**config.mk**
```make
export PLATFORM = sky130hd
export DESIGN_NAME = serial_fifos_with_xon_xoff_flat
export DESIGN_NICKNAME = d
export VERILOG_FILES = /design/src/hdl/sfx_pkg.sv /design/src/hdl/sfx_in_if.sv /design/src/hdl/sfx_out_if.sv /design/src/hdl/serial_fifos_with_xon_xoff.sv /design/src/hdl/sfx_ring_mem.sv /design/src/flat_wrapper.sv
export SDC_FILE = /design/constraint.sdc
export NUM_CORES = 1
export LEC_CHECK = 0
export BUFFER_PORTS_ARGS = -buffer_cell sky130_fd_sc_hd__buf_2
export CAP_MARGIN = 0
export CORE_ASPECT_RATIO = 2
export CORE_MARGIN = 5
export CORE_UTILIZATION = 40
export DETAILED_ROUTE_END_ITERATION = 8
export GPL_TIMING_DRIVEN = 0
export SYNTH_ARGS = -nofsm -noshare
export SYNTH_HDL_FRONTEND = slang
export SYNTH_SLANG_ARGS = --single-unit
```
**constraint.sdc**
```tcl
create_clock -name clk_i -period 8.4 [get_ports clk_i]
set_input_delay 0.42 -clock clk_i [delete_from_list [all_inputs] [get_ports clk_i]]
set_output_delay 0.42 -clock clk_i [all_outputs]
set_load 0.1 [all_outputs]
```
**src/hdl/sfx_pkg.sv**
```systemverilog
// Shared codes, widths and control bytes for the serial buffering block.
`timescale 1ns / 1ps
package sfx_pkg;

  localparam int unsigned BYTE_W     = 8;
  localparam int unsigned OP_W       = 2;
  localparam int unsigned MARK_W     = 7;
  localparam int unsigned CFG_IDX_W  = 1;
  localparam int unsigned CFG_DATA_W = MARK_W;

  localparam logic [OP_W-1:0] OP_RESERVE = 2'd0;
  localparam logic [OP_W-1:0] OP_PUT     = 2'd1;
  localparam logic [OP_W-1:0] OP_GET     = 2'd2;
  localparam logic [OP_W-1:0] OP_TICK    = 2'd3;

  localparam logic [CFG_IDX_W-1:0] CFG_XON_LOW   = 1'b0;
  localparam logic [CFG_IDX_W-1:0] CFG_XOFF_HIGH = 1'b1;

  localparam logic [MARK_W-1:0] XON_LOW_RESET   = 7'd8;
  localparam logic [MARK_W-1:0] XOFF_HIGH_RESET = 7'd56;

  // Control characters: Ctrl-Q resumes, Ctrl-S pauses.
  localparam logic [BYTE_W-1:0] CTRL_NONE = 8'h00;
  localparam logic [BYTE_W-1:0] CTRL_XON  = 8'h11;
  localparam logic [BYTE_W-1:0] CTRL_XOFF = 8'h13;

endpackage

```
**src/hdl/sfx_in_if.sv**
```systemverilog
// Input channel: one operation beat with its operands and link status.
`timescale 1ns / 1ps
interface sfx_in_if import sfx_pkg::*; ();
  logic              valid;
  logic              ready;
  logic [OP_W-1:0]   operation;
  logic [BYTE_W-1:0] data_byte;
  logic [BYTE_W-1:0] msg_len;
  logic              link_tx_ready;
  logic              link_rx_valid;
  logic [BYTE_W-1:0] link_rx_byte;

  modport source (output valid, operation, data_byte, msg_len, link_tx_ready,
                  link_rx_valid, link_rx_byte, input ready);
  modport sink (input valid, operation, data_byte, msg_len, link_tx_ready,
                link_rx_valid, link_rx_byte, output ready);
endinterface

```
**src/hdl/sfx_out_if.sv**
```systemverilog
// Output channel: one result beat per operation.
`timescale 1ns / 1ps
interface sfx_out_if import sfx_pkg::*; ();
  logic              valid;
  logic              ready;
  logic              reserve_ok;
  logic [BYTE_W-1:0] granted_len;
  logic [BYTE_W-1:0] rx_byte;
  logic              send_valid;
  logic [BYTE_W-1:0] send_byte;

  modport source (output valid, reserve_ok, granted_len, rx_byte, send_valid,
                  send_byte, input ready);
  modport sink (input valid, reserve_ok, granted_len, rx_byte, send_valid,
                send_byte, output ready);
endinterface

```
**src/hdl/serial_fifos_with_xon_xoff.sv**
```systemverilog
// Top level: transmit and receive rings with XON/XOFF receive flow control.
//
//   channel   dir   handshake        contents
//   in_i      in    valid/ready      operation, data_byte, msg_len, link status, rx byte
//   out_o     out   valid/ready      reserve_ok, granted_len, rx_byte, send_valid, send_byte
//   cfg       in    cfg_we_i only    cfg_idx_i selects xon_low_mark / xoff_high_mark
//
// Reserve and put form their result directly; get and work tick pass through a read
// state, since they wait for the registered read of the receive or transmit ring memory.
// All pointer, flow and pending-control updates happen at the edge that accepts the
// beat; the read state only forms the result from the read data.
// A result waits in an output register; a new beat is accepted while it drains.
// Reset clears pointers, flow state, pending control and marks; ring contents stay
// undefined, and no clearing pass is needed.
`timescale 1ns / 1ps
module serial_fifos_with_xon_xoff import sfx_pkg::*; #(
  parameter int unsigned TX_DEPTH = 64,
  parameter int unsigned RX_DEPTH = 64
) (
  input  logic                  clk_i,
  input  logic                  rst_ni,
  input  logic                  cfg_we_i,
  input  logic [CFG_IDX_W-1:0]  cfg_idx_i,
  input  logic [CFG_DATA_W-1:0] cfg_data_i,
  sfx_in_if.sink                in_i,
  sfx_out_if.source             out_o
);

  localparam int unsigned TX_PTR_W = $clog2(TX_DEPTH);
  localparam int unsigned RX_PTR_W = $clog2(RX_DEPTH);
  localparam int unsigned TX_CMP_W = (TX_PTR_W > BYTE_W) ? TX_PTR_W : BYTE_W;
  localparam int unsigned RX_CMP_W = (RX_PTR_W > MARK_W) ? RX_PTR_W : MARK_W;

  localparam logic S_IDLE = 1'b0;
  localparam logic S_READ = 1'b1;

  function automatic logic [TX_PTR_W-1:0] tx_inc(input logic [TX_PTR_W-1:0] p);
    return (p == TX_PTR_W'(TX_DEPTH - 1)) ? '0 : p + 1'b1;
  endfunction

  function automatic logic [RX_PTR_W-1:0] rx_inc(input logic [RX_PTR_W-1:0] p);
    return (p == RX_PTR_W'(RX_DEPTH - 1)) ? '0 : p + 1'b1;
  endfunction

  function automatic logic [TX_PTR_W-1:0] tx_fill(input logic [TX_PTR_W-1:0] w,
                                                  input logic [TX_PTR_W-1:0] r);
    logic [TX_PTR_W:0] f;
    f = {1'b0, w} - {1'b0, r} + ((w < r) ? (TX_PTR_W+1)'(TX_DEPTH) : '0);
    return f[TX_PTR_W-1:0];
  endfunction

  function automatic logic [RX_PTR_W-1:0] rx_fill(input logic [RX_PTR_W-1:0] w,
                                                  input logic [RX_PTR_W-1:0] r);
    logic [RX_PTR_W:0] f;
    f = {1'b0, w} - {1'b0, r} + ((w < r) ? (RX_PTR_W+1)'(RX_DEPTH) : '0);
    return f[RX_PTR_W-1:0];
  endfunction

  // Control state.
  logic                state_q, state_d;
  logic [TX_PTR_W-1:0] tx_wr_q, tx_wr_d, tx_rd_q, tx_rd_d;
  logic [RX_PTR_W-1:0] rx_wr_q, rx_wr_d, rx_rd_q, rx_rd_d;
  logic                flow_on_q, flow_on_d;
  logic [BYTE_W-1:0]   pending_q, pending_d;
  logic [MARK_W-1:0]   xon_low_q, xoff_high_q;
  logic                out_valid_q, out_valid_d;

  // Context of a beat waiting on a ring read.
  logic [OP_W-1:0]   ctx_op_q, ctx_op_d;
  logic              ctx_hit_q, ctx_hit_d;
  logic              ctx_ctrl_q, ctx_ctrl_d;
  logic [BYTE_W-1:0] ctx_byte_q, ctx_byte_d;

  // Output payload.
  logic              res_ok_q, res_ok_d;
  logic [BYTE_W-1:0] res_len_q, res_len_d;
  logic [BYTE_W-1:0] res_rx_q, res_rx_d;
  logic              res_sv_q, res_sv_d;
  logic [BYTE_W-1:0] res_sb_q, res_sb_d;

  logic                in_fire;
  logic                out_fire;
  logic [TX_PTR_W-1:0] tx_space;
  logic [TX_PTR_W-1:0] tx_wr_inc;
  logic [RX_PTR_W-1:0] rx_wr_inc;
  logic [RX_PTR_W-1:0] rx_rd_after;
  logic [RX_PTR_W-1:0] rx_fill_after;
  logic                tx_empty, rx_empty;
  logic                tx_re, rx_re, tx_we, rx_we;
  logic [BYTE_W-1:0]   tx_rdata, rx_rdata;

  assign in_i.ready = (state_q == S_IDLE) && (!out_valid_q || out_o.ready);
  assign in_fire    = in_i.valid && in_i.ready;
  assign out_fire   = out_valid_q && out_o.ready;

  assign tx_empty  = (tx_wr_q == tx_rd_q);
  assign rx_empty  = (rx_wr_q == rx_rd_q);
  assign tx_space  = TX_PTR_W'(TX_DEPTH - 1) - tx_fill(tx_wr_q, tx_rd_q);
  assign tx_wr_inc = tx_inc(tx_wr_q);
  assign rx_wr_inc = rx_inc(rx_wr_q);
  assign rx_rd_after   = rx_empty ? rx_rd_q : rx_inc(rx_rd_q);
  assign rx_fill_after = rx_fill(rx_wr_q, rx_rd_after);

  assign tx_we = in_fire && (in_i.operation == OP_PUT);
  assign tx_re = in_fire && (in_i.operation == OP_TICK);
  assign rx_re = in_fire && (in_i.operation == OP_GET);
  assign rx_we = in_fire && (in_i.operation == OP_TICK) && in_i.link_rx_valid;

  sfx_ring_mem #(.DEPTH(TX_DEPTH)) u_tx_mem (
    .clk_i   (clk_i),
    .we_i    (tx_we),
    .waddr_i (tx_wr_q),
    .wdata_i (in_i.data_byte),
    .re_i    (tx_re),
    .raddr_i (tx_rd_q),
    .rdata_o (tx_rdata)
  );

  sfx_ring_mem #(.DEPTH(RX_DEPTH)) u_rx_mem (
    .clk_i   (clk_i),
    .we_i    (rx_we),
    .waddr_i (rx_wr_q),
    .wdata_i (in_i.link_rx_byte),
    .re_i    (rx_re),
    .raddr_i (rx_rd_q),
    .rdata_o (rx_rdata)
  );

  always_comb begin
    state_d     = state_q;
    tx_wr_d     = tx_wr_q;
    tx_rd_d     = tx_rd_q;
    rx_wr_d     = rx_wr_q;
    rx_rd_d     = rx_rd_q;
    flow_on_d   = flow_on_q;
    pending_d   = pending_q;
    out_valid_d = out_valid_q && !out_fire;
    ctx_op_d    = ctx_op_q;
    ctx_hit_d   = ctx_hit_q;
    ctx_ctrl_d  = ctx_ctrl_q;
    ctx_byte_d  = ctx_byte_q;
    res_ok_d    = res_ok_q;
    res_len_d   = res_len_q;
    res_rx_d    = res_rx_q;
    res_sv_d    = res_sv_q;
    res_sb_d    = res_sb_q;

    if (in_fire) begin
      ctx_op_d   = in_i.operation;
      ctx_hit_d  = 1'b0;
      ctx_ctrl_d = 1'b0;
      ctx_byte_d = pending_q;
      unique case (in_i.operation)
        OP_RESERVE: begin
          out_valid_d = 1'b1;
          res_ok_d    = (TX_CMP_W'(tx_space) >= TX_CMP_W'(in_i.msg_len));
          res_len_d   = res_ok_d ? in_i.msg_len : '0;
          res_rx_d    = '0;
          res_sv_d    = 1'b0;
          res_sb_d    = '0;
        end
        OP_PUT: begin
          tx_wr_d = tx_wr_inc;
          // A full ring loses its oldest byte.
          if (tx_wr_inc == tx_rd_q) begin
            tx_rd_d = tx_inc(tx_rd_q);
          end
          out_valid_d = 1'b1;
          res_ok_d    = 1'b0;
          res_len_d   = '0;
          res_rx_d    = '0;
          res_sv_d    = 1'b0;
          res_sb_d    = '0;
        end
        OP_GET: begin
          state_d   = S_READ;
          ctx_hit_d = !rx_empty;
          rx_rd_d   = rx_rd_after;
          if (!flow_on_q) begin
            if (RX_CMP_W'(rx_fill_after) < RX_CMP_W'(xon_low_q)) begin
              flow_on_d = 1'b1;
              pending_d = CTRL_XON;
            end
          end else begin
            if (RX_CMP_W'(rx_fill_after) > RX_CMP_W'(xoff_high_q)) begin
              flow_on_d = 1'b0;
              pending_d = CTRL_XOFF;
            end
          end
        end
        OP_TICK: begin
          state_d = S_READ;
          if (in_i.link_tx_ready) begin
            if (pending_q != CTRL_NONE) begin
              ctx_ctrl_d = 1'b1;
              pending_d  = CTRL_NONE;
            end else if (!tx_empty) begin
              ctx_hit_d = 1'b1;
              tx_rd_d   = tx_inc(tx_rd_q);
            end
          end
          if (in_i.link_rx_valid) begin
            rx_wr_d = rx_wr_inc;
            if (rx_wr_inc == rx_rd_q) begin
              rx_rd_d = rx_inc(rx_rd_q);
            end
          end
        end
        default: ;
      endcase
    end

    if (state_q == S_READ) begin
      state_d     = S_IDLE;
      out_valid_d = 1'b1;
      res_ok_d    = 1'b0;
      res_len_d   = '0;
      res_rx_d    = '0;
      res_sv_d    = 1'b0;
      res_sb_d    = '0;
      if (ctx_op_q == OP_GET) begin
        res_rx_d = ctx_hit_q ? rx_rdata : '0;
      end else if (ctx_ctrl_q) begin
        res_sv_d = 1'b1;
        res_sb_d = ctx_byte_q;
      end else if (ctx_hit_q && (tx_rdata != '0)) begin
        // A zero data byte leaves the ring but is not sent.
        res_sv_d = 1'b1;
        res_sb_d = tx_rdata;
      end
    end
  end

  always_ff @(posedge clk_i or negedge rst_ni) begin
    if (!rst_ni) begin
      state_q     <= S_IDLE;
      tx_wr_q     <= '0;
      tx_rd_q     <= '0;
      rx_wr_q     <= '0;
      rx_rd_q     <= '0;
      flow_on_q   <= 1'b0;
      pending_q   <= CTRL_NONE;
      out_valid_q <= 1'b0;
      xon_low_q   <= XON_LOW_RESET;
      xoff_high_q <= XOFF_HIGH_RESET;
    end else begin
      state_q     <= state_d;
      tx_wr_q     <= tx_wr_d;
      tx_rd_q     <= tx_rd_d;
      rx_wr_q     <= rx_wr_d;
      rx_rd_q     <= rx_rd_d;
      flow_on_q   <= flow_on_d;
      pending_q   <= pending_d;
      out_valid_q <= out_valid_d;
      if (cfg_we_i) begin
        unique case (cfg_idx_i)
          CFG_XON_LOW:   xon_low_q   <= cfg_data_i;
          CFG_XOFF_HIGH: xoff_high_q <= cfg_data_i;
          default: ;
        endcase
      end
    end
  end

  always_ff @(posedge clk_i) begin
    ctx_op_q   <= ctx_op_d;
    ctx_hit_q  <= ctx_hit_d;
    ctx_ctrl_q <= ctx_ctrl_d;
    ctx_byte_q <= ctx_byte_d;
    res_ok_q   <= res_ok_d;
    res_len_q  <= res_len_d;
    res_rx_q   <= res_rx_d;
    res_sv_q   <= res_sv_d;
    res_sb_q   <= res_sb_d;
  end

  assign out_o.valid       = out_valid_q;
  assign out_o.reserve_ok  = res_ok_q;
  assign out_o.granted_len = res_len_q;
  assign out_o.rx_byte     = res_rx_q;
  assign out_o.send_valid  = res_sv_q;
  assign out_o.send_byte   = res_sb_q;

  // The output slot must be free while a ring read is outstanding.
  a_read_slot_free: assert property (@(posedge clk_i) disable iff (!rst_ni)
    (state_q == S_READ) |-> !out_valid_q)
    else $error("ring read outstanding while a result is still held");

  a_read_after_mem_op: assert property (@(posedge clk_i) disable iff (!rst_ni)
    (in_fire && ((in_i.operation == OP_GET) || (in_i.operation == OP_TICK)))
      |=> (state_q == S_READ))
    else $error("get or tick did not wait for the ring read");

  a_read_gives_result: assert property (@(posedge clk_i) disable iff (!rst_ni)
    (state_q == S_READ) |=> out_valid_q)
    else $error("ring read did not produce a result");

  a_pending_code: assert property (@(posedge clk_i) disable iff (!rst_ni)
    (pending_q == CTRL_NONE) || (pending_q == CTRL_XON) || (pending_q == CTRL_XOFF))
    else $error("pending control byte holds an unknown code");

  a_flow_on_queues_xon: assert property (@(posedge clk_i) disable iff (!rst_ni)
    $rose(flow_on_q) |-> (pending_q == CTRL_XON))
    else $error("entering XON state did not queue XON");

  a_flow_off_queues_xoff: assert property (@(posedge clk_i) disable iff (!rst_ni)
    $fell(flow_on_q) |-> (pending_q == CTRL_XOFF))
    else $error("entering XOFF state did not queue XOFF");

endmodule

```
**src/hdl/sfx_ring_mem.sv**
```systemverilog
// Byte-wide ring storage: one write port, one read port with registered data.
`timescale 1ns / 1ps
module sfx_ring_mem import sfx_pkg::*; #(
  parameter int unsigned DEPTH = 64
) (
  input  logic                     clk_i,
  input  logic                     we_i,
  input  logic [$clog2(DEPTH)-1:0] waddr_i,
  input  logic [BYTE_W-1:0]        wdata_i,
  input  logic                     re_i,
  input  logic [$clog2(DEPTH)-1:0] raddr_i,
  output logic [BYTE_W-1:0]        rdata_o
);

  logic [BYTE_W-1:0] mem_q [DEPTH];
  logic [BYTE_W-1:0] rdata_q;

  always_ff @(posedge clk_i) begin
    if (we_i) begin
      mem_q[waddr_i] <= wdata_i;
    end
  end

  always_ff @(posedge clk_i) begin
    if (re_i) begin
      rdata_q <= mem_q[raddr_i];
    end
  end

  assign rdata_o = rdata_q;

endmodule
```
**src/flat_wrapper.sv**
```systemverilog
// flat-port wrapper written by rule: the top's interface ports become plain ports
module serial_fifos_with_xon_xoff_flat import sfx_pkg::*;
#(
  parameter int unsigned TX_DEPTH = 64,
  parameter int unsigned RX_DEPTH = 64
)
  (clk_i, rst_ni, cfg_we_i, cfg_idx_i, cfg_data_i, in_i_valid, in_i_operation, in_i_data_byte, in_i_msg_len, in_i_link_tx_ready, in_i_link_rx_valid, in_i_link_rx_byte, in_i_ready, out_o_valid, out_o_reserve_ok, out_o_granted_len, out_o_rx_byte, out_o_send_valid, out_o_send_byte, out_o_ready);
  sfx_in_if in_i_i ();
  sfx_out_if out_o_i ();
  input  logic clk_i;
  input  logic rst_ni;
  input  logic cfg_we_i;
  input  logic [CFG_IDX_W-1:0] cfg_idx_i;
  input  logic [CFG_DATA_W-1:0] cfg_data_i;
  input wire logic [$bits(in_i_i.valid)-1:0] in_i_valid;
  input wire logic [$bits(in_i_i.operation)-1:0] in_i_operation;
  input wire logic [$bits(in_i_i.data_byte)-1:0] in_i_data_byte;
  input wire logic [$bits(in_i_i.msg_len)-1:0] in_i_msg_len;
  input wire logic [$bits(in_i_i.link_tx_ready)-1:0] in_i_link_tx_ready;
  input wire logic [$bits(in_i_i.link_rx_valid)-1:0] in_i_link_rx_valid;
  input wire logic [$bits(in_i_i.link_rx_byte)-1:0] in_i_link_rx_byte;
  output wire logic [$bits(in_i_i.ready)-1:0] in_i_ready;
  output wire logic [$bits(out_o_i.valid)-1:0] out_o_valid;
  output wire logic [$bits(out_o_i.reserve_ok)-1:0] out_o_reserve_ok;
  output wire logic [$bits(out_o_i.granted_len)-1:0] out_o_granted_len;
  output wire logic [$bits(out_o_i.rx_byte)-1:0] out_o_rx_byte;
  output wire logic [$bits(out_o_i.send_valid)-1:0] out_o_send_valid;
  output wire logic [$bits(out_o_i.send_byte)-1:0] out_o_send_byte;
  input wire logic [$bits(out_o_i.ready)-1:0] out_o_ready;
  assign in_i_i.valid = in_i_valid;
  assign in_i_i.operation = in_i_operation;
  assign in_i_i.data_byte = in_i_data_byte;
  assign in_i_i.msg_len = in_i_msg_len;
  assign in_i_i.link_tx_ready = in_i_link_tx_ready;
  assign in_i_i.link_rx_valid = in_i_link_rx_valid;
  assign in_i_i.link_rx_byte = in_i_link_rx_byte;
  assign in_i_ready = in_i_i.ready;
  assign out_o_valid = out_o_i.valid;
  assign out_o_reserve_ok = out_o_i.reserve_ok;
  assign out_o_granted_len = out_o_i.granted_len;
  assign out_o_rx_byte = out_o_i.rx_byte;
  assign out_o_send_valid = out_o_i.send_valid;
  assign out_o_send_byte = out_o_i.send_byte;
  assign out_o_i.ready = out_o_ready;
  serial_fifos_with_xon_xoff #(.TX_DEPTH(TX_DEPTH), .RX_DEPTH(RX_DEPTH)) u_core (.clk_i(clk_i), .rst_ni(rst_ni), .cfg_we_i(cfg_we_i), .cfg_idx_i(cfg_idx_i), .cfg_data_i(cfg_data_i), .in_i(in_i_i), .out_o(out_o_i));
endmodule
```
==> results.md, run 1 <==
Floorplan:
- The I/O pin count is a little under 70.
- The number of placement rows is between 150 and 200.
- The floorplan die width is 246 um.
- The core region is 111000 um^2.
- The floorplan step defined a die boundary enclosing 118000 um^2.
- The die is about 480 um tall.
- For this configuration, the core starts out at a cell density of 0.401.

Clock network:
- Post-CTS timing repair inserted 0 buffers for setup.
- In this run the clock root is driven by a sky130_fd_sc_hd__clkbuf_16.
- The number of buffers on the longest clock path is 3.
- After clock tree synthesis, the clock-pin slew on the worst setup and hold paths is 0.07 ns.
- Counting every sink on the clock net gives around 1100.
- The depth of the CTS H-tree is 3.
- The number of buffers inserted during clock tree synthesis is between 90 and 100.
- TritonCTS built the clock tree.
- At the later pin of the worst-skew pair, clock insertion delay measures ~0.70 ns.

Critical path:
- The worst reg-to-reg setup slack is roughly 3.1 ns.
- Data arrives at the worst endpoint at 5.89 ns.
- STA classifies the critical path endpoint as a flop.
- The worst register-to-register path begins at u_core.rx_rd_q[1].
- The worst register-to-register path ends at u_core.pending_q[1].
- The critical path start-end classification is reg -> reg.
- The number of cells on the worst reg-to-reg path is 21.
- The biggest fanout along the worst timing path is 10.
- STA puts the critical path data required time at 8.98 ns.
- The type of element launching the critical path is a flop.

Hold path:
- In this run the worst hold path is classified as in -> reg.
- The sink of the worst hold path is u_core.ctx_hit_q.
- The worst hold path passes through 3 cells.
- The beginning of the worst hold path is in_i_link_tx_ready.

Global routing:
- The via count of the first global-routing pass is 22000.
- The first global-routing pass estimated between 150 and 200 mm of wire.
- The number of antenna violations at the first check in global routing was 5.
- The overall fraction of global-route tracks in use is 0.172.
- Global routing finished with a remaining overflow of 0.
- The pin count of the biggest net entering global routing is 65.

Layout:
- The library cell used most frequently in the layout, excluding fill and tap cells, is sky130_fd_sc_hd__edfxtp_1.
- The signed area change from the synthesized netlist to the final layout is 12.9%.
- At the end of the flow the core is filled with cells to 0.453.
- The filler cells instantiated in the layout total 9246.
- Of the cells placed in the final design, the portion with a size suffix greater than 1 is 0.252.
- The net count reported at finish is around 2400.
- The final standard cell count with taps included and fillers excluded is between 3000 and 4000.
- The library cells used most frequently in the layout, excluding fill and tap cells, are 1063 x sky130_fd_sc_hd__edfxtp_1, 307 x sky130_fd_sc_hd__mux4_2, 159 x sky130_fd_sc_hd__nor2_1.
- The summed area of non-filler cells in the final layout is 50100 um^2.

Power and ir drop:
- The leakage power summed over all cells is about 16 nW.
- The largest vdd supply drop is about 0.21 mV.
- Dividing total power by cell area gives a power density of just over 300 nW/um^2.

Routing:
- Detailed routing inserted a total of around 21000 vias.
- The number of antenna-violating nets in the routed design is 0.
- In the final routed layout, each cell accounts on average for 25.9 um.
- The routed design has between 100 and 150 mm of wire.
- The post-detailed-route DRC marker count is 0.
- The via-per-instance ratio is approximately 5.5.
- The initial DRC count is 2121.
- The number of detailed-route iterations in the first pass is 6.

Synthesis:
- In this run the mean area of a mapped cell was a little over 20 um^2.
- The number of different library cells in the post-synthesis netlist is 65.
- The net count of the mapped netlist is around 2200.
- The number of synthesis warnings is 0.
- Sorting the synthesized cells by area gives the leading types as sky130_fd_sc_hd__edfxtp_1 72%, sky130_fd_sc_hd__mux4_2 16%, sky130_fd_sc_hd__dfrtp_1 2.2%, sky130_fd_sc_hd__nor2_1 1.3%, sky130_fd_sc_hd__ha_1 0.87%.
- For this run, the leading register cell type out of synthesis is sky130_fd_sc_hd__edfxtp_1.
- The sequential share of the synthesized area is 0.747.
- Summed over all instances, the cell type with the most area after synthesis is sky130_fd_sc_hd__edfxtp_1.
- The synthesized flop and latch total is 1115.
- The count of flip-flops with a built-in enable after synthesis is between 1000 and 1500.
- Counting flops with an async set or reset pin after synthesis yields a share of 0.0386.
- The cell area after synthesis is ~44000 um^2.
- After technology mapping, the gate count stands at approximately 2200.
- The area share of the largest cell type after synthesis is 0.719.

Placed design:
- The post-detailed-placement half-perimeter wirelength is between 60 and 70 mm.
- Input and output buffers added on the ports amount to 68.
- Summing all placed instances gives a cell area of roughly 47000 um^2.
- The number of placed cells counting well taps is around 3700.
- The routability congestion estimate from global placement is 0.815.

STA:
- In the final timing run, aggregate negative setup slack is 0 ns.
- For this run, the top clock speed supported by timing is 188 MHz.
- At the pin with the least slew margin, the transition time is approximately 1.5 ns.
- Between clock sinks in the finished design, the worst skew comes to between 0.02 and 0.03 ns.
- The number of max-slew violations in the final report was 0.
- The minimum clock period is approximately 5.3 ns.
- Dividing the final minimum period by the clock period gives 0.632.
- Setup repair after global routing left no endpoint under its margin.
- The final count of hold timing violations is 0.
- Headroom to the max-slew limit came out at 0.0115.
- The final count of negative-setup-slack endpoints is 0.

Flow run:
- The number of maximum-capacitance violations is 1.

Status:
- The checks that failed: capacitance limit.
- The run finished, with violations left.
critical path, stage by stage, from the launching register on:
cell and delay, ns:
sky130_fd_sc_hd__dfrtp_1 0.35, sky130_fd_sc_hd__clkbuf_1 0.46, sky130_fd_sc_hd__buf_2 0.38, sky130_fd_sc_hd__buf_2 0.36, sky130_fd_sc_hd__xnor2_1 0.18, sky130_fd_sc_hd__and3_1 0.35, sky130_fd_sc_hd__nand2_1 0.09, sky130_fd_sc_hd__nand2_1 0.10
sky130_fd_sc_hd__ha_1 0.17, sky130_fd_sc_hd__inv_1 0.06, sky130_fd_sc_hd__a21oi_1 0.14, sky130_fd_sc_hd__a31oi_1 0.07, sky130_fd_sc_hd__and3_1 0.25, sky130_fd_sc_hd__a211oi_1 0.24, sky130_fd_sc_hd__o21bai_1 0.11, sky130_fd_sc_hd__xnor2_1 0.27
sky130_fd_sc_hd__ha_1 0.30, sky130_fd_sc_hd__a21oi_1 0.13, sky130_fd_sc_hd__a21oi_1 0.10, sky130_fd_sc_hd__or2_2 0.33, sky130_fd_sc_hd__a41oi_1 0.39, sky130_fd_sc_hd__mux2_2 0.38
flip-flops by register name, indices dropped and copies added (netlist names), 7 cells and up, named ones only:
name,cells
u_core.u_rx_mem.rdata_o,8
u_core.u_tx_mem.mem_q,512
u_core.out_o.granted_len,8
u_core.out_o.send_byte,8
u_core.u_tx_mem.rdata_o,8
u_core.out_o.rx_byte,8
u_core.xoff_high_q,7
u_core.xon_low_q,7
u_core.u_rx_mem.mem_q,512
cells in the mapped netlist, drive strengths merged, types with 5 or more instances:
master     n
a211oi     9
a21o       9
a21oi     41
a22o       7
a31oi      5
and2      16
and3      14
buf       58
clkbuf    45
dfrtp     39
dfxtp      9
edfxtp  1063
ha        31
inv       42
mux2      13
mux2i     37
mux4     307
nand2     59
nand3     23
nand4      5
nand4b     5
nor2     159
nor2b     15
nor3       6
nor4       5
o21ai     27
o221ai    14
o22ai      9
xnor2     29
xor2       8
how the worst max path moves through the flow:
stage                     slack (ns)                  end              start
after floorplan                 4.32  u_core.pending_q[0]  u_core.rx_wr_q[0]
after global placement          3.18  u_core.pending_q[0]  u_core.rx_rd_q[1]
after detailed placement        3.16  u_core.pending_q[1]  u_core.rx_rd_q[1]
after CTS                       3.12  u_core.pending_q[1]  u_core.rx_rd_q[1]
after global routing            2.81  u_core.pending_q[0]  u_core.rx_rd_q[1]
final                           3.09  u_core.pending_q[1]  u_core.rx_rd_q[1]
routing by layer:
layer  GRT usage  wire length, um  vias to the layer above  share of wire
met5           0               27                        -        0.00027
met4      0.0440             2020                        4          0.020
met3      0.0296             6490                      125          0.064
met2       0.273            48900                      742           0.48
met1       0.249            43900                    11400           0.43
li1            -                -                     9213              -
per-stage QoR:
stage | hold WS (ns) | power, mW | worst slack (ns)
floorplan | 0.124 | 9.56 | 4.32
global placement | 0.437 | 11.0 | 3.18
detailed placement | 0.444 | 11.0 | 3.16
CTS | 0.0135 | 15.7 | 3.12
global route | 0.0761 | 16.2 | 2.81
finish | 0.0659 | 15.5 | 3.09
report_power, final:
group,internal [mW],switching [mW]
registers,6.20,0.0728
clock network,2.64,2.04
logic,2.05,2.54
total,10.9,4.65
timing repair:
action	in CTS	in global routing
resized for setup	0	0
hold buffers	16	0
hold endpoints to repair	61	0
logic make-up (layout without fill, tap and decap cells):
family,Yosys count,count (layout),synth area share
AOI/OAI and AO/OA,137,137,0.0204
xor gates and xnor gates,37,37,0.00730
adders and majority gates,32,32,0.00919
buffers and inverters,145,415,0.0137
DFF,1115,1115,0.747
muxes,357,357,0.167
other,0,1,0
and+or+nand+nor,328,328,0.0347
area by class of cell:
| type | count | area, um^2 | share of cell area |
|---|---|---|---|
| Clock buffer | 121 | 2630 | 0.0525 |
| Timing Repair Buffer | 85 | 508 | 0.0101 |
| Antenna cell | 1 | 2.50 | 0.0000499 |
| Multi-Input combinational cell | 891 | 10600 | 0.212 |
| Buffer | 103 | 449 | 0.00896 |
| Inverter | 42 | 158 | 0.00315 |
| Sequential cell | 1115 | 33200 | 0.662 |
| Tap cell | 1487 | 1860 | 0.0371 |
| Clock inverter | 64 | 701 | 0.0140 |
(Power assumes the default switching activity.)
==> run 2, diff against run 1 <==
- ABC_AREA: default -> 1
- clock period: 8.4 -> 4.7 ns (I/O delays scaled with it)
==> results.md, run 2 <==
Clock network:
- TritonCTS built the clock tree.
- CTS placed an instance of sky130_fd_sc_hd__clkbuf_16 at the clock tree root.
- The number of gates resized after CTS came to 0 (unchanged).
- The insertion delay to the later sink of the worst-skew pair is 0.72 ns (+0.02 ns).
- The number of buffers on the longest clock path was 3 (unchanged).
- The depth of the CTS H-tree is 3 (unchanged).
- The number of buffers inserted during clock tree synthesis is 97 (-1.0%).
- The clock-pin slew on the worst setup and hold paths is 0.07 ns (about the same).
- The TritonCTS sink count was 1115 (unchanged).

Floorplan:
- The I/O pin count is 69 (unchanged).
- The floorplan die width is 249 um (+1.4%).
- The effective utilization at floorplan is 0.402 (+0.000758).
- The chip height is 488 um (+1.4%).
- The placeable core region is 114000 um^2 (+2.7%).
- The number of placement rows is 175 (+1.2%).
- The die outline area is 122000 um^2 (+2.8%).

Synthesis:
- The net count of the mapped netlist was 3661 (+65%).
- The largest total area in the synthesized netlist belongs to sky130_fd_sc_hd__edfxtp_1.
- The number of synthesis warnings was 0 (unchanged).
- The leading cell type by number of instances after synthesis is sky130_fd_sc_hd__edfxtp_1.
- The area share of the largest cell type after synthesis is 0.698 (-0.0205).
- In the synthesized netlist the dominant register cell turns out to be sky130_fd_sc_hd__edfxtp_1.
- The sequential share of the synthesized area is 0.726 (-0.0213).
- The commonest cells after synthesis are 1063 x sky130_fd_sc_hd__edfxtp_1, 624 x sky130_fd_sc_hd__nor2_1, 503 x sky130_fd_sc_hd__o21ai_0, 342 x sky130_fd_sc_hd__nand2_1, 141 x sky130_fd_sc_hd__nand3_1.
- The count of flip-flops with a built-in enable after synthesis is 1063 (unchanged).
- The cell area after synthesis is 45700 um^2 (+2.9%).
- The number of instances in the synthesized netlist came to 3588 (+67%).
- The number of different library cells in the post-synthesis netlist is 51 (-22%).
- The share of synthesized registers carrying an async set or reset is 0.0386 (unchanged).
- The average cell area after synthesis is 12.7 um^2 (-38%).
- By area the synthesized netlist is led by sky130_fd_sc_hd__edfxtp_1 70%, sky130_fd_sc_hd__o21ai_0 5.5%, sky130_fd_sc_hd__nor2_1 5.1%, sky130_fd_sc_hd__nand2_1 2.8%, sky130_fd_sc_hd__o221ai_1 2.6%.
- The synthesized flop and latch total is 1115 (unchanged).

Power and ir drop:
- The internal portion of total power is 18.7 mW (+72%).
- The part of the total power dissipated in sequential elements is 0.357 (-0.047).
- The leakage power summed over all cells is 17.1 nW (+8.0%).
- The total net switching power is 12.8 mW (+170%).
- The largest vdd supply drop is 0.469 mV (+120%).
- The share of power burned in the clock network is 0.268 (-0.034).
- The power per standard cell area was 612 nW/um^2 (+97%).
- The share of total power consumed by net switching is 0.405 (+0.106).
- The relative contribution of combinational cells to total power is 0.375 (+0.080).

Layout:
- The net count reported at finish is 3855 (+60%).
- The area occupied by multi-input gates is 11100 um^2 (+4.7%).
- The fraction of layout instances using a drive strength above 1 was 0.0930 (-0.159).
- The largest registers in the layout are u_core.u_rx_mem.mem_q x512, u_core.u_tx_mem.mem_q x512.
- The area occupied by registers was 33200 um^2 (unchanged).
- The signed area change from the synthesized netlist to the final layout is 12.8% (about the same).
- In the layout the commonest cells are 1063 x sky130_fd_sc_hd__edfxtp_1, 624 x sky130_fd_sc_hd__nor2_1, 503 x sky130_fd_sc_hd__o21ai_0.
- The number of fill cells in the layout is 10300 (+11%).
- The library cell used most frequently in the layout, excluding fill and tap cells, is sky130_fd_sc_hd__edfxtp_1.

STA:
- The minimum clock period is 4.51 ns (-0.806 ns).
- The setup TNS is 0 ns (unchanged).
- The final worst-path setup slack is 0.194 ns (-2.89 ns).
- The clock tree skew after final layout is 0.0281 ns (+0.00194 ns).
- The final count of hold timing violations is 0 (unchanged).
- The number of max-slew violations in the final report is 0 (unchanged).
- The worst slew margin relative to its limit came to 0.00587 (-0.00559).
- The transition time at the pin with the least slew margin came to 1.49 ns (+0.0197 ns).
- The achievable frequency was 222 MHz (+18%).
- The part of the cycle the worst path needs was 0.959 (+0.326).
- The final count of negative-setup-slack endpoints was 0 (unchanged).
- Setup repair after global routing left no endpoint under its margin.

Routing:
- The number of antenna-violating nets in the routed design is 0 (unchanged).
- The wire length per cell after detailed routing is 29.8 um (+15%).
- The total number of vias is 31600 (+47%).
- The post-detailed-route DRC marker count is 0 (unchanged).
- The sum of routed wire length over all layers is 160 mm (+58%).
- The number of detailed-route iterations in the first pass is 6 (unchanged).
- The via-per-instance ratio came to 5.88 (+6.9%).
- The initial DRC count is 3174 (+50%).

Placed design:
- The setup slack after placement is 0.378 ns (-2.78 ns).
- The number of I/O port buffers is 68 (unchanged).
- The post-detailed-placement half-perimeter wirelength is 113 mm (+72%).
- The routability congestion estimate from global placement is 1.02 (+25%).

Critical path:
- The worst setup path is captured at a flop.
- Walking the worst path, the cells encountered are inv_1 -> clkbuf_1 -> clkbuf_1 -> fa_1 -> inv_1 -> ha_1 -> o21ai_0 -> a21boi_0 -> o21ai_0 -> nand2_1 -> nand2_1 -> nand2_1 -> nand2_1 -> nand2_1 -> nand2_1 -> o21ai_1 -> dlygate4sd3_1.
- The most repeated library cell on the critical path is sky130_fd_sc_hd__nand2_1.
- The worst setup path is launched from a flop.
- The count of buffering cells on the critical path with inverters included is 5 (+1).
- Broken down by cell family, the worst path's largest delay share belongs to buffers and inverters.
- The required time of the critical path is 5.29 ns (-3.69 ns).
- The critical path's largest stage delay is 0.76 ns (+0.30 ns).
- The endpoint arrival time on the critical path is 5.09 ns (-0.80 ns).
- The critical path is of the reg -> reg type.
- The biggest fanout along the worst timing path is 10 (unchanged).
- The slowest stage of the critical path is the sky130_fd_sc_hd__clkbuf_1 cell.

Global routing:
- The via count of the first global-routing pass is 31100 (+41%).
- The overall fraction of global-route tracks in use was 0.254 (+0.0823).
- The global route total overflow is 0 (unchanged).
- The wire length of the first global-routing pass is 221 mm (+47%).
- The number of antenna violations at the first check in global routing is 7 (+2).
- The pin count of the biggest net entering global routing is 65 (unchanged).

Hold path:
- The tightest min-delay check is of the in -> reg type.

Status:
- The run finished with clean final reports.

Flow run:
- The number of maximum-capacitance violations is 0 (-1).
-- run 2: routing by layer --
metal,track usage,share of wire,up-vias
met5,0,0.00018,-
met4,0.229,0.11,4
met3,0.0389,0.062,684
met2,0.469,0.52,1673
met1,0.239,0.30,15600
li1,-,-,13600
-- run 2: logic make-up after synthesis --
group	synth area share
and+or+nand+nor	0.107
DFF	0.726
AOI/OAI and AO/OA	0.116
buffers and inverters	0.0309
muxes	0.00723
adders and majority gates	0.00893
xor gates and xnor gates	0.00438
-- run 2: power by group through the flow --
stage | Sequential (mW) | Combinational, mW | Clock, mW
CTS | 11.3 | 11.5 | 8.49
floorplan | 11.5 | 6.26 | 0
detailed placement | 11.5 | 11.5 | 0
global route | 11.3 | 12.3 | 8.88
finish | 11.3 | 11.8 | 8.44
global placement | 11.5 | 11.4 | 0
-- run 2: final timing paths --
check / slack, ns / from / cells after the start / endpoint
worst max-delay path: 0.19 / u_core.tx_rd_q[1] / 17 / u_core.out_o.granted_len[5]
worst min-delay path: 0.06 / in_i_data_byte[3] / 1 / u_core.u_tx_mem.mem_q[60][3]
worst max register to register: 0.19 / u_core.tx_rd_q[1] / 17 / u_core.out_o.granted_len[5]
worst min register to register: 0.42 / u_core.out_o.granted_len[7] / 2 / u_core.out_o.granted_len[7]
max in group asynchronous: 3.62 / rst_ni / 2 / u_core.rx_wr_q[3]
min in group asynchronous: 0.31 / rst_ni / 2 / u_core.out_o.valid
-- run 2: layout make-up --
type,count,area share
Buffer,223,0.0191
Clock buffer,118,0.0494
Clock inverter,61,0.0146
Timing Repair Buffer,95,0.0122
Multi-Input combinational cell,2138,0.216
Sequential cell,1115,0.644
Antenna cell,3,0.000146
Inverter,112,0.00826
Tap cell,1504,0.0365
-- run 2: timing repair --
| action | CTS | global route |
|---|---|---|
| endpoints found under the hold margin | 73 | 0 |
| setup buffers | 0 | 0 |
| hold buffers | 25 | 0 |
| endpoints found under the setup margin | 0 | 0 |
-- run 2: metrics by stage --
| step | util | area (um^2) | instances | power [mW] | hold WS (ns) |
|---|---|---|---|---|---|
| finish | 0.453 | 51500 | 5369 | 31.5 | 0.0567 |
| global route | 0.453 | 51500 | 5367 | 32.5 | 0.0639 |
| CTS | 0.453 | 51500 | 5366 | 31.3 | 0.0291 |
| detailed placement | 0.422 | 48000 | 5162 | 22.9 | 0.417 |
| global placement | 0.422 | 47900 | 5160 | 22.9 | 0.415 |
| floorplan | - | 45700 | 3588 | 17.8 | -0.0606 |
